==> config.mk <==
export PLATFORM = sky130hd
export DESIGN_NAME = tick_timekeeper_with_time_slice_core_flat
export DESIGN_NICKNAME = d
export VERILOG_FILES = /design/src/rtl/core/tt_pkg.sv /design/src/rtl/core/tt_if.sv /design/src/rtl/core/tt_state.sv /design/src/rtl/core/tt_udiv.sv /design/src/rtl/core/tick_timekeeper_with_time_slice_core.sv /design/src/flat_wrapper.sv
export SDC_FILE = /design/constraint.sdc
export NUM_CORES = 1
export LEC_CHECK = 0
export BUFFER_PORTS_ARGS = -buffer_cell sky130_fd_sc_hd__buf_2
export CORE_MARGIN = 2
export CORE_UTILIZATION = 60
export DETAILED_ROUTE_END_ITERATION = 6
export GPL_ROUTABILITY_DRIVEN = 0
export GPL_TIMING_DRIVEN = 1
export PLACE_DENSITY = 0.81
export SLEW_MARGIN = 20
export SYNTH_ARGS = -nofsm -noshare
export SYNTH_HDL_FRONTEND = slang
export SYNTH_HIERARCHICAL = 1
export SYNTH_SLANG_ARGS = --single-unit
export TNS_END_PERCENT = 1
==> constraint.sdc <==
create_clock -name i_clk -period 14.49 [get_ports i_clk]
set_input_delay 1.449 -clock i_clk [delete_from_list [all_inputs] [get_ports i_clk]]
set_output_delay 1.449 -clock i_clk [all_outputs]
set_load 0.03 [all_outputs]
==> src/rtl/core/tt_pkg.sv <==
// Shared types and constants for the tick timekeeper core.
// No dependencies; tt_state, tt_udiv and the core module use this package.
`timescale 1ns / 1ps
`default_nettype none
package tt_pkg;

    localparam int RATE_W  = 14;
    localparam int USEC_W  = 20;
    localparam int PROD_W  = 34;
    localparam int STEP_W  = 6;

    localparam logic [RATE_W-1:0] RATE_RESET   = 14'd100;
    localparam logic [USEC_W-1:0] USEC_PER_SEC = 20'd1000000;
    localparam logic [USEC_W-1:0] USEC_MAX     = 20'd999999;

    typedef enum logic [1:0] {
        CMD_TICK = 2'd0,
        CMD_READ = 2'd1,
        CMD_LOAD = 2'd2
    } t_cmd;

    typedef struct packed {
        logic [63:0]       seconds;
        logic [RATE_W-1:0] subticks;
        logic [31:0]       tick_count;
        logic              resched_due;
        logic [31:0]       slice_left;
        logic [31:0]       kernel_ticks;
        logic [31:0]       user_ticks;
    } t_state;

endpackage
`default_nettype wire

==> src/rtl/core/tt_if.sv <==
// Handshake channel interfaces for requests, results and rate configuration.
// Depends on nothing beyond the language itself.
`timescale 1ns / 1ps
`default_nettype none
interface tt_req_if;
    logic        valid;
    logic        ready;
    logic [1:0]  cmd;
    logic        in_kernel_mode;
    logic [31:0] slice_ticks;

    modport source (output valid, cmd, in_kernel_mode, slice_ticks, input ready);
    modport sink   (input valid, cmd, in_kernel_mode, slice_ticks, output ready);
endinterface

interface tt_rsp_if;
    logic        valid;
    logic        ready;
    logic [63:0] seconds;
    logic [19:0] microseconds;
    logic [31:0] tick_count;
    logic        resched_due;
    logic [31:0] slice_left;
    logic [31:0] kernel_ticks;
    logic [31:0] user_ticks;

    modport source (output valid, seconds, microseconds, tick_count, resched_due,
                    slice_left, kernel_ticks, user_ticks, input ready);
    modport sink   (input valid, seconds, microseconds, tick_count, resched_due,
                    slice_left, kernel_ticks, user_ticks, output ready);
endinterface

interface tt_cfg_if;
    logic        valid;
    logic        ready;
    logic [13:0] tick_rate_hz;

    modport source (output valid, tick_rate_hz, input ready);
    modport sink   (input valid, tick_rate_hz, output ready);
endinterface
`default_nettype wire

==> src/rtl/core/tt_state.sv <==
// Timekeeping state: tick, sub-second, seconds, slice and accounting counters.
// Also holds the tick rate register. Depends on tt_pkg.
`timescale 1ns / 1ps
`default_nettype none
module tt_state (
    input  wire logic                      i_clk,
    input  wire logic                      i_rst_n,
    input  wire logic                      i_cfg_we,
    input  wire logic [tt_pkg::RATE_W-1:0] i_cfg_rate,
    input  wire logic                      i_req_we,
    input  wire logic [1:0]                i_cmd,
    input  wire logic                      i_kernel,
    input  wire logic [31:0]               i_slice,
    output tt_pkg::t_state                 o_state,
    output logic [tt_pkg::RATE_W-1:0]      o_rate_eff
);

    logic [tt_pkg::RATE_W-1:0] r_rate;
    tt_pkg::t_state            r_st;
    tt_pkg::t_state            n_st;
    logic [tt_pkg::RATE_W:0]   w_sub_inc;

    assign o_rate_eff = (r_rate == '0) ? tt_pkg::RATE_W'(1) : r_rate;
    assign w_sub_inc  = {1'b0, r_st.subticks} + (tt_pkg::RATE_W+1)'(1);
    assign o_state    = r_st;

    always_comb begin
        n_st = r_st;
        if (i_req_we) begin
            case (i_cmd)
                tt_pkg::CMD_TICK: begin
                    n_st.tick_count = r_st.tick_count + 32'd1;
                    if (r_st.slice_left == '0) begin
                        n_st.resched_due = 1'b1;
                    end else begin
                        if (i_kernel) begin
                            n_st.kernel_ticks = r_st.kernel_ticks + 32'd1;
                        end else begin
                            n_st.user_ticks = r_st.user_ticks + 32'd1;
                        end
                        n_st.slice_left = r_st.slice_left - 32'd1;
                        if (r_st.slice_left == 32'd1) begin
                            n_st.resched_due = 1'b1;
                        end
                    end
                    if (w_sub_inc >= {1'b0, o_rate_eff}) begin
                        n_st.subticks = '0;
                        n_st.seconds  = r_st.seconds + 64'd1;
                    end else begin
                        n_st.subticks = w_sub_inc[tt_pkg::RATE_W-1:0];
                    end
                end
                tt_pkg::CMD_LOAD: begin
                    n_st.slice_left  = i_slice;
                    n_st.resched_due = 1'b0;
                end
                default: begin
                    n_st = r_st;
                end
            endcase
        end
    end

    always_ff @(posedge i_clk) begin
        if (!i_rst_n) begin
            r_rate <= tt_pkg::RATE_RESET;
            r_st   <= '0;
        end else begin
            if (i_cfg_we) begin
                r_rate <= i_cfg_rate;
            end
            r_st <= n_st;
        end
    end

endmodule
`default_nettype wire

==> src/rtl/core/tt_udiv.sv <==
// Bit-serial restoring divider: one quotient bit per cycle, low bits kept.
// Depends on tt_pkg.
`timescale 1ns / 1ps
`default_nettype none
module tt_udiv (
    input  wire logic                      i_clk,
    input  wire logic                      i_rst_n,
    input  wire logic                      i_start,
    input  wire logic [tt_pkg::PROD_W-1:0] i_dividend,
    input  wire logic [tt_pkg::RATE_W-1:0] i_divisor,
    output logic                           o_done,
    output logic [tt_pkg::USEC_W-1:0]      o_quot
);

    logic                      r_busy;
    logic                      r_done;
    logic [tt_pkg::STEP_W-1:0] r_cnt;
    logic [tt_pkg::PROD_W-1:0] r_num;
    logic [tt_pkg::RATE_W-1:0] r_den;
    logic [tt_pkg::RATE_W-1:0] r_rem;
    logic [tt_pkg::USEC_W-1:0] r_quot;
    logic [tt_pkg::RATE_W:0]   w_trial;
    logic                      w_fit;

    assign w_trial = {r_rem, r_num[tt_pkg::PROD_W-1]};
    assign w_fit   = w_trial >= {1'b0, r_den};
    assign o_done  = r_done;
    assign o_quot  = r_quot;

    always_ff @(posedge i_clk) begin
        if (!i_rst_n) begin
            r_busy <= 1'b0;
            r_done <= 1'b0;
            r_cnt  <= '0;
        end else begin
            r_done <= 1'b0;
            if (i_start) begin
                r_busy <= 1'b1;
                r_cnt  <= tt_pkg::STEP_W'(tt_pkg::PROD_W - 1);
            end else if (r_busy) begin
                r_cnt <= r_cnt - tt_pkg::STEP_W'(1);
                if (r_cnt == '0) begin
                    r_busy <= 1'b0;
                    r_done <= 1'b1;
                end
            end
        end
    end

    always_ff @(posedge i_clk) begin
        if (i_start) begin
            r_num  <= i_dividend;
            r_den  <= i_divisor;
            r_rem  <= '0;
            r_quot <= '0;
        end else if (r_busy) begin
            r_num  <= {r_num[tt_pkg::PROD_W-2:0], 1'b0};
            r_quot <= {r_quot[tt_pkg::USEC_W-2:0], w_fit};
            if (w_fit) begin
                r_rem <= tt_pkg::RATE_W'(w_trial - {1'b0, r_den});
            end else begin
                r_rem <= w_trial[tt_pkg::RATE_W-1:0];
            end
        end
    end

endmodule
`default_nettype wire

==> src/rtl/core/tick_timekeeper_with_time_slice_core.sv <==
// Each request (tick, time read or slice load) updates the state at the edge where it is
// accepted and returns one result showing the state afterwards. The microsecond field
// comes from a bit-serial divider, one bit per cycle; a request passes from acceptance
// to the result register through a product register, a divider load, the divide steps,
// pickup of the divider's completion and the output load. A new request is accepted in
// the cycle after the previous result is loaded into the output register, so no new
// request is taken while one is in flight; a result held back by the receiver stalls
// the output load and with it the input. Rate writes are accepted at any time.
// Depends on tt_pkg, tt_if, tt_state and tt_udiv.
`timescale 1ns / 1ps
`default_nettype none
module tick_timekeeper_with_time_slice_core (
    input  wire logic i_clk,
    input  wire logic i_rst_n,
    tt_req_if.sink    i_req,
    tt_cfg_if.sink    i_cfg,
    tt_rsp_if.source  o_rsp
);

    typedef enum logic [1:0] {
        S_IDLE,
        S_MUL,
        S_DIV,
        S_OUT
    } t_fsm;

    t_fsm                      r_fsm;
    logic                      r_out_valid;
    logic                      r_start;
    logic [tt_pkg::PROD_W-1:0] r_prod;
    tt_pkg::t_state            w_st;
    logic [tt_pkg::RATE_W-1:0] w_rate;
    logic                      w_req_acc;
    logic                      w_out_free;
    logic                      w_done;
    logic [tt_pkg::USEC_W-1:0] w_quot;

    logic [63:0] r_seconds;
    logic [19:0] r_usec;
    logic [31:0] r_tick_count;
    logic        r_resched_due;
    logic [31:0] r_slice_left;
    logic [31:0] r_kernel_ticks;
    logic [31:0] r_user_ticks;

    assign i_cfg.ready = 1'b1;
    assign i_req.ready = (r_fsm == S_IDLE);
    assign w_req_acc   = i_req.valid && (r_fsm == S_IDLE);
    assign w_out_free  = !r_out_valid || o_rsp.ready;

    tt_state u_state (
        .i_clk      (i_clk),
        .i_rst_n    (i_rst_n),
        .i_cfg_we   (i_cfg.valid),
        .i_cfg_rate (i_cfg.tick_rate_hz),
        .i_req_we   (w_req_acc),
        .i_cmd      (i_req.cmd),
        .i_kernel   (i_req.in_kernel_mode),
        .i_slice    (i_req.slice_ticks),
        .o_state    (w_st),
        .o_rate_eff (w_rate)
    );

    tt_udiv u_div (
        .i_clk      (i_clk),
        .i_rst_n    (i_rst_n),
        .i_start    (r_start),
        .i_dividend (r_prod),
        .i_divisor  (w_rate),
        .o_done     (w_done),
        .o_quot     (w_quot)
    );

    always_ff @(posedge i_clk) begin
        r_prod <= tt_pkg::PROD_W'(w_st.subticks) * tt_pkg::PROD_W'(tt_pkg::USEC_PER_SEC);
    end

    always_ff @(posedge i_clk) begin
        if (!i_rst_n) begin
            r_fsm       <= S_IDLE;
            r_out_valid <= 1'b0;
            r_start     <= 1'b0;
        end else begin
            r_start <= 1'b0;
            if (r_out_valid && o_rsp.ready) begin
                r_out_valid <= 1'b0;
            end
            case (r_fsm)
                S_IDLE: begin
                    if (w_req_acc) begin
                        r_fsm <= S_MUL;
                    end
                end
                S_MUL: begin
                    r_start <= 1'b1;
                    r_fsm   <= S_DIV;
                end
                S_DIV: begin
                    if (w_done) begin
                        r_fsm <= S_OUT;
                    end
                end
                S_OUT: begin
                    if (w_out_free) begin
                        r_out_valid    <= 1'b1;
                        r_seconds      <= w_st.seconds;
                        r_usec         <= (w_st.subticks >= w_rate) ? tt_pkg::USEC_MAX : w_quot;
                        r_tick_count   <= w_st.tick_count;
                        r_resched_due  <= w_st.resched_due;
                        r_slice_left   <= w_st.slice_left;
                        r_kernel_ticks <= w_st.kernel_ticks;
                        r_user_ticks   <= w_st.user_ticks;
                        r_fsm          <= S_IDLE;
                    end
                end
                default: begin
                    r_fsm <= S_IDLE;
                end
            endcase
        end
    end

    assign o_rsp.valid        = r_out_valid;
    assign o_rsp.seconds      = r_seconds;
    assign o_rsp.microseconds = r_usec;
    assign o_rsp.tick_count   = r_tick_count;
    assign o_rsp.resched_due  = r_resched_due;
    assign o_rsp.slice_left   = r_slice_left;
    assign o_rsp.kernel_ticks = r_kernel_ticks;
    assign o_rsp.user_ticks   = r_user_ticks;

endmodule
`default_nettype wire

==> src/flat_wrapper.sv <==
// flat-port wrapper written by rule: the top's interface ports become plain ports
module tick_timekeeper_with_time_slice_core_flat 
  (i_clk, i_rst_n, i_req_valid, i_req_cmd, i_req_in_kernel_mode, i_req_slice_ticks, i_req_ready, i_cfg_valid, i_cfg_tick_rate_hz, i_cfg_ready, o_rsp_valid, o_rsp_seconds, o_rsp_microseconds, o_rsp_tick_count, o_rsp_resched_due, o_rsp_slice_left, o_rsp_kernel_ticks, o_rsp_user_ticks, o_rsp_ready);
  tt_req_if i_req_i ();
  tt_cfg_if i_cfg_i ();
  tt_rsp_if o_rsp_i ();
  input  wire logic i_clk;
  input  wire logic i_rst_n;
  input wire logic [$bits(i_req_i.valid)-1:0] i_req_valid;
  input wire logic [$bits(i_req_i.cmd)-1:0] i_req_cmd;
  input wire logic [$bits(i_req_i.in_kernel_mode)-1:0] i_req_in_kernel_mode;
  input wire logic [$bits(i_req_i.slice_ticks)-1:0] i_req_slice_ticks;
  output wire logic [$bits(i_req_i.ready)-1:0] i_req_ready;
  input wire logic [$bits(i_cfg_i.valid)-1:0] i_cfg_valid;
  input wire logic [$bits(i_cfg_i.tick_rate_hz)-1:0] i_cfg_tick_rate_hz;
  output wire logic [$bits(i_cfg_i.ready)-1:0] i_cfg_ready;
  output wire logic [$bits(o_rsp_i.valid)-1:0] o_rsp_valid;
  output wire logic [$bits(o_rsp_i.seconds)-1:0] o_rsp_seconds;
  output wire logic [$bits(o_rsp_i.microseconds)-1:0] o_rsp_microseconds;
  output wire logic [$bits(o_rsp_i.tick_count)-1:0] o_rsp_tick_count;
  output wire logic [$bits(o_rsp_i.resched_due)-1:0] o_rsp_resched_due;
  output wire logic [$bits(o_rsp_i.slice_left)-1:0] o_rsp_slice_left;
  output wire logic [$bits(o_rsp_i.kernel_ticks)-1:0] o_rsp_kernel_ticks;
  output wire logic [$bits(o_rsp_i.user_ticks)-1:0] o_rsp_user_ticks;
  input wire logic [$bits(o_rsp_i.ready)-1:0] o_rsp_ready;
  assign i_req_i.valid = i_req_valid;
  assign i_req_i.cmd = i_req_cmd;
  assign i_req_i.in_kernel_mode = i_req_in_kernel_mode;
  assign i_req_i.slice_ticks = i_req_slice_ticks;
  assign i_req_ready = i_req_i.ready;
  assign i_cfg_i.valid = i_cfg_valid;
  assign i_cfg_i.tick_rate_hz = i_cfg_tick_rate_hz;
  assign i_cfg_ready = i_cfg_i.ready;
  assign o_rsp_valid = o_rsp_i.valid;
  assign o_rsp_seconds = o_rsp_i.seconds;
  assign o_rsp_microseconds = o_rsp_i.microseconds;
  assign o_rsp_tick_count = o_rsp_i.tick_count;
  assign o_rsp_resched_due = o_rsp_i.resched_due;
  assign o_rsp_slice_left = o_rsp_i.slice_left;
  assign o_rsp_kernel_ticks = o_rsp_i.kernel_ticks;
  assign o_rsp_user_ticks = o_rsp_i.user_ticks;
  assign o_rsp_i.ready = o_rsp_ready;
  tick_timekeeper_with_time_slice_core u_core (.i_clk(i_clk), .i_rst_n(i_rst_n), .i_req(i_req_i), .i_cfg(i_cfg_i), .o_rsp(o_rsp_i));
endmodule
==> metrics.txt <==
EDFF count, synth 261; dpl cells 3278; grt ovf 0; row count 77; WL per Instance approximately 18 microns; reg2reg path depth 17; clk buf depth 3; largest net degree at the start of global routing 95; crit-path max FO 14; Initial Utilization 60.8%; fin crit share 37.9%; Port-buffer cells 268; setup TNS 0 ps; Root Driver clkbuf_16; Die H 215 microns; total CTS buffers 53; area leader, netlist edfxtp_1; Setup crit end kind flip-flop; design area about 30000 sq um; DIE AREA 46400 sq um; WS Path Type flip-flop to flip-flop; slowest CP cell dfxtp_1; Iter 0 DRT Violations 1802; Async S/R FF share, synth 0%; Clk Latency, worst-skew pair 590 ps; Final Hold Fails 0; clock slew at reported path FFs 70 ps; Max Slew Vio Count 0; top-area cell type share of the netlist area 29.2%; Reg2Reg Setup Slack 9000 ps; post-CTS setup buffer count 0; sequential area share after synthesis 51.3%; RSZ-0062 raised after global routing false; DP Area 28600 sq um; CTS resizes 0; post-detailed-route count of antenna-violating nets 0; Crit path largest cell delay 670 ps; synthesized area ~27000 sq um; Post-Syn Instances 2509; reg-to-reg endpoint u_core/r_prod[27]; synth unique cells 89; Hold Slack 437 ps; clk sinks 556; Primary FF master, synth dfxtp_1; Rel. slew slack 27.5%; HP Class flip-flop to flip-flop; Worst Skew around 15 ps; Detailed Place HPWL around 43 mm; Final Power 4.44 mW; max_cap viols 0; Final nets roughly 3000; DR DRC count 0; Setup-failing EPs final 0; share of layout cells above drive strength 1 15.9%; Hold Buf Count CTS 0; routed vias/inst 6.07; Post-Syn Area per Cell 10.7 sq um; Top Family by Delay on Critical Path adder cells; final cell count without fillers 3377; count leader, synth dfxtp_1; Hold Path End u_core/o_rsp.resched_due; hold depth 0; Startpoint Class flip-flop; synth top area cells edfxtp_1, dfxtp_1, ha_1, fa_1, a21oi_1; Leak Pwr 12.3 nW; pre-CTS setup slack around 9000 ps; global-route wire length before repair 100 mm; initial antenna violation count 0; total core area 44100 sq um; # H-tree levels 2; Ys Warns 6; power per cell area 146 nW/um^2; TritonRoute pass-1 iters 6; Die X 215 microns; worst r2r src u_core/u_state/o_state[131]; required time worst endpoint around 15000 ps; Worst Tran Pin Value 1090 ps; Ant. Diodes 0; Synth-to-Final Area Change 13.6%; Hold Crit Start u_core/u_state/o_state[96]; Synth top cells by count dfxtp_1, edfxtp_1, nor2_1; worst setup margin 9000 ps; number of global-route vias before repair between 15000 and 20000; Final min period 5490 ps; flops & latches, synth 556; Crit. path cell count 17; Cell Chain, Critical Path inv_1 > fa_1 > inv_1 > fa_1 > fa_1 > inv_1 > fa_1 > inv_1 > ha_1 > ha_1 > ha_1 > and3_1 > and3_1 > a31oi_1 > a21oi_1 > nor4_1 > nor3_1; clock tree from TritonCTS done; buffers plus inverters on the worst setup path 4; total number of vias a little over 20000; aggregate routed wire length 62.3 mm; outcome finished clean; all-layer global routing usage 26.4%; I/O Pins 270; post-layout util 69.0%; WP data arrival 5960 ps; Max VDD drop 0.107 mV; fmax between 150 and 200 MHz
[worst max path at each step]
stage,slack [ps],to,start
global route,8650,u_core/r_prod[27],u_core/u_state/o_state[131]
finish,9000,u_core/r_prod[27],u_core/u_state/o_state[131]
global placement,9210,u_core/r_prod[30],u_core/u_state/o_state[129]
CTS,9050,u_core/r_prod[27],u_core/u_state/o_state[131]
floorplan,3320,u_core/o_rsp.kernel_ticks[0],i_rst_n
detailed placement,9070,u_core/r_prod[27],u_core/u_state/o_state[131]
[metal layers]
metal,track usage (%),share of wire [%]
met1,35.3,42
met2,43.5,48
met3,4.00,6.7
met4,10.7,3.5
met5,0,0
[cells by family (layout without fill, tap and decap cells)]
group / after synthesis / after routing / share of synthesized area [%]
and+or+nand+nor: 788 / 788 / 15.3
DFF: 556 / 556 / 51.3
AOI/OAI and AO/OA: 472 / 472 / 11.2
buffers and inverters: 282 / 553 / 4.23
adders and majority gates: 201 / 201 / 10.7
xor gates and xnor gates: 130 / 130 / 4.25
muxes: 78 / 78 / 3.07
other: 2 / 7 / 0.0280
[worst reg2reg max path, delay by kind of cell, from the launching register on]
kind / cells / cell delay (ps)
adder cells (fa/ha/maj): 7 / 3060
AND/OR/NAND/NOR: 4 / 830
flip-flops: 1 / 670
AO/OA/AOI/OAI: 2 / 470
buffers and inverters: 4 / 340
[cells in the final DEF (no fill, tap or decap), types with 8 or more instances in the layout]
cell type	count
and2_1	12
mux2_2	34
or4_1	49
and3_1	21
o21ai_0	67
o211ai_1	10
a21oi_1	170
edfxtp_1	261
o21ai_1	29
buf_2	268
mux2i_1	44
ha_1	155
nor4_1	35
nor2_1	193
clkbuf_1	8
nor3_1	64
a31oi_1	10
xnor2_1	78
nand2b_1	14
xor2_1	52
nand2_1	151
nand4_1	64
nand3_1	63
a211oi_1	15
fa_1	46
dfxtp_1	293
and4_1	18
or3_1	46
o31ai_1	44
o211a_1	11
a21o_1	25
clkbuf_16	55
inv_1	169
buf_4	16
o21a_1	12
nor2b_1	14
nand3b_1	9
[report_power, final]
part           switching (mW)  internal (mW)
logic                   0.731          0.394
registers              0.0963           1.79
clock network           0.592          0.839
total                    1.42           3.02
[registers in the layout (all words and copies together), names as in the netlist, 20 cells and up]
register	flops
u_core/o_rsp.kernel_ticks	32
u_core/o_rsp.microseconds	20
u_core/o_rsp.seconds	64
u_core/o_rsp.slice_left	32
u_core/o_rsp.tick_count	32
u_core/o_rsp.user_ticks	32
u_core/r_prod	28
u_core/u_div/o_quot	20
u_core/u_div/r_num	34
u_core/u_state/o_state	207
[final cells by class]
class | count | area (sq um)
Multi-Input combinational cell | 1676 | 12000
Clock inverter | 28 | 318
Clock buffer | 70 | 1500
Inverter | 170 | 643
Timing Repair Buffer | 285 | 1490
Tap cell | 592 | 741
Sequential cell | 556 | 13700
Fill cell | 3145 | 13700
No activity file was read; power rests on OpenSTA's default activity.
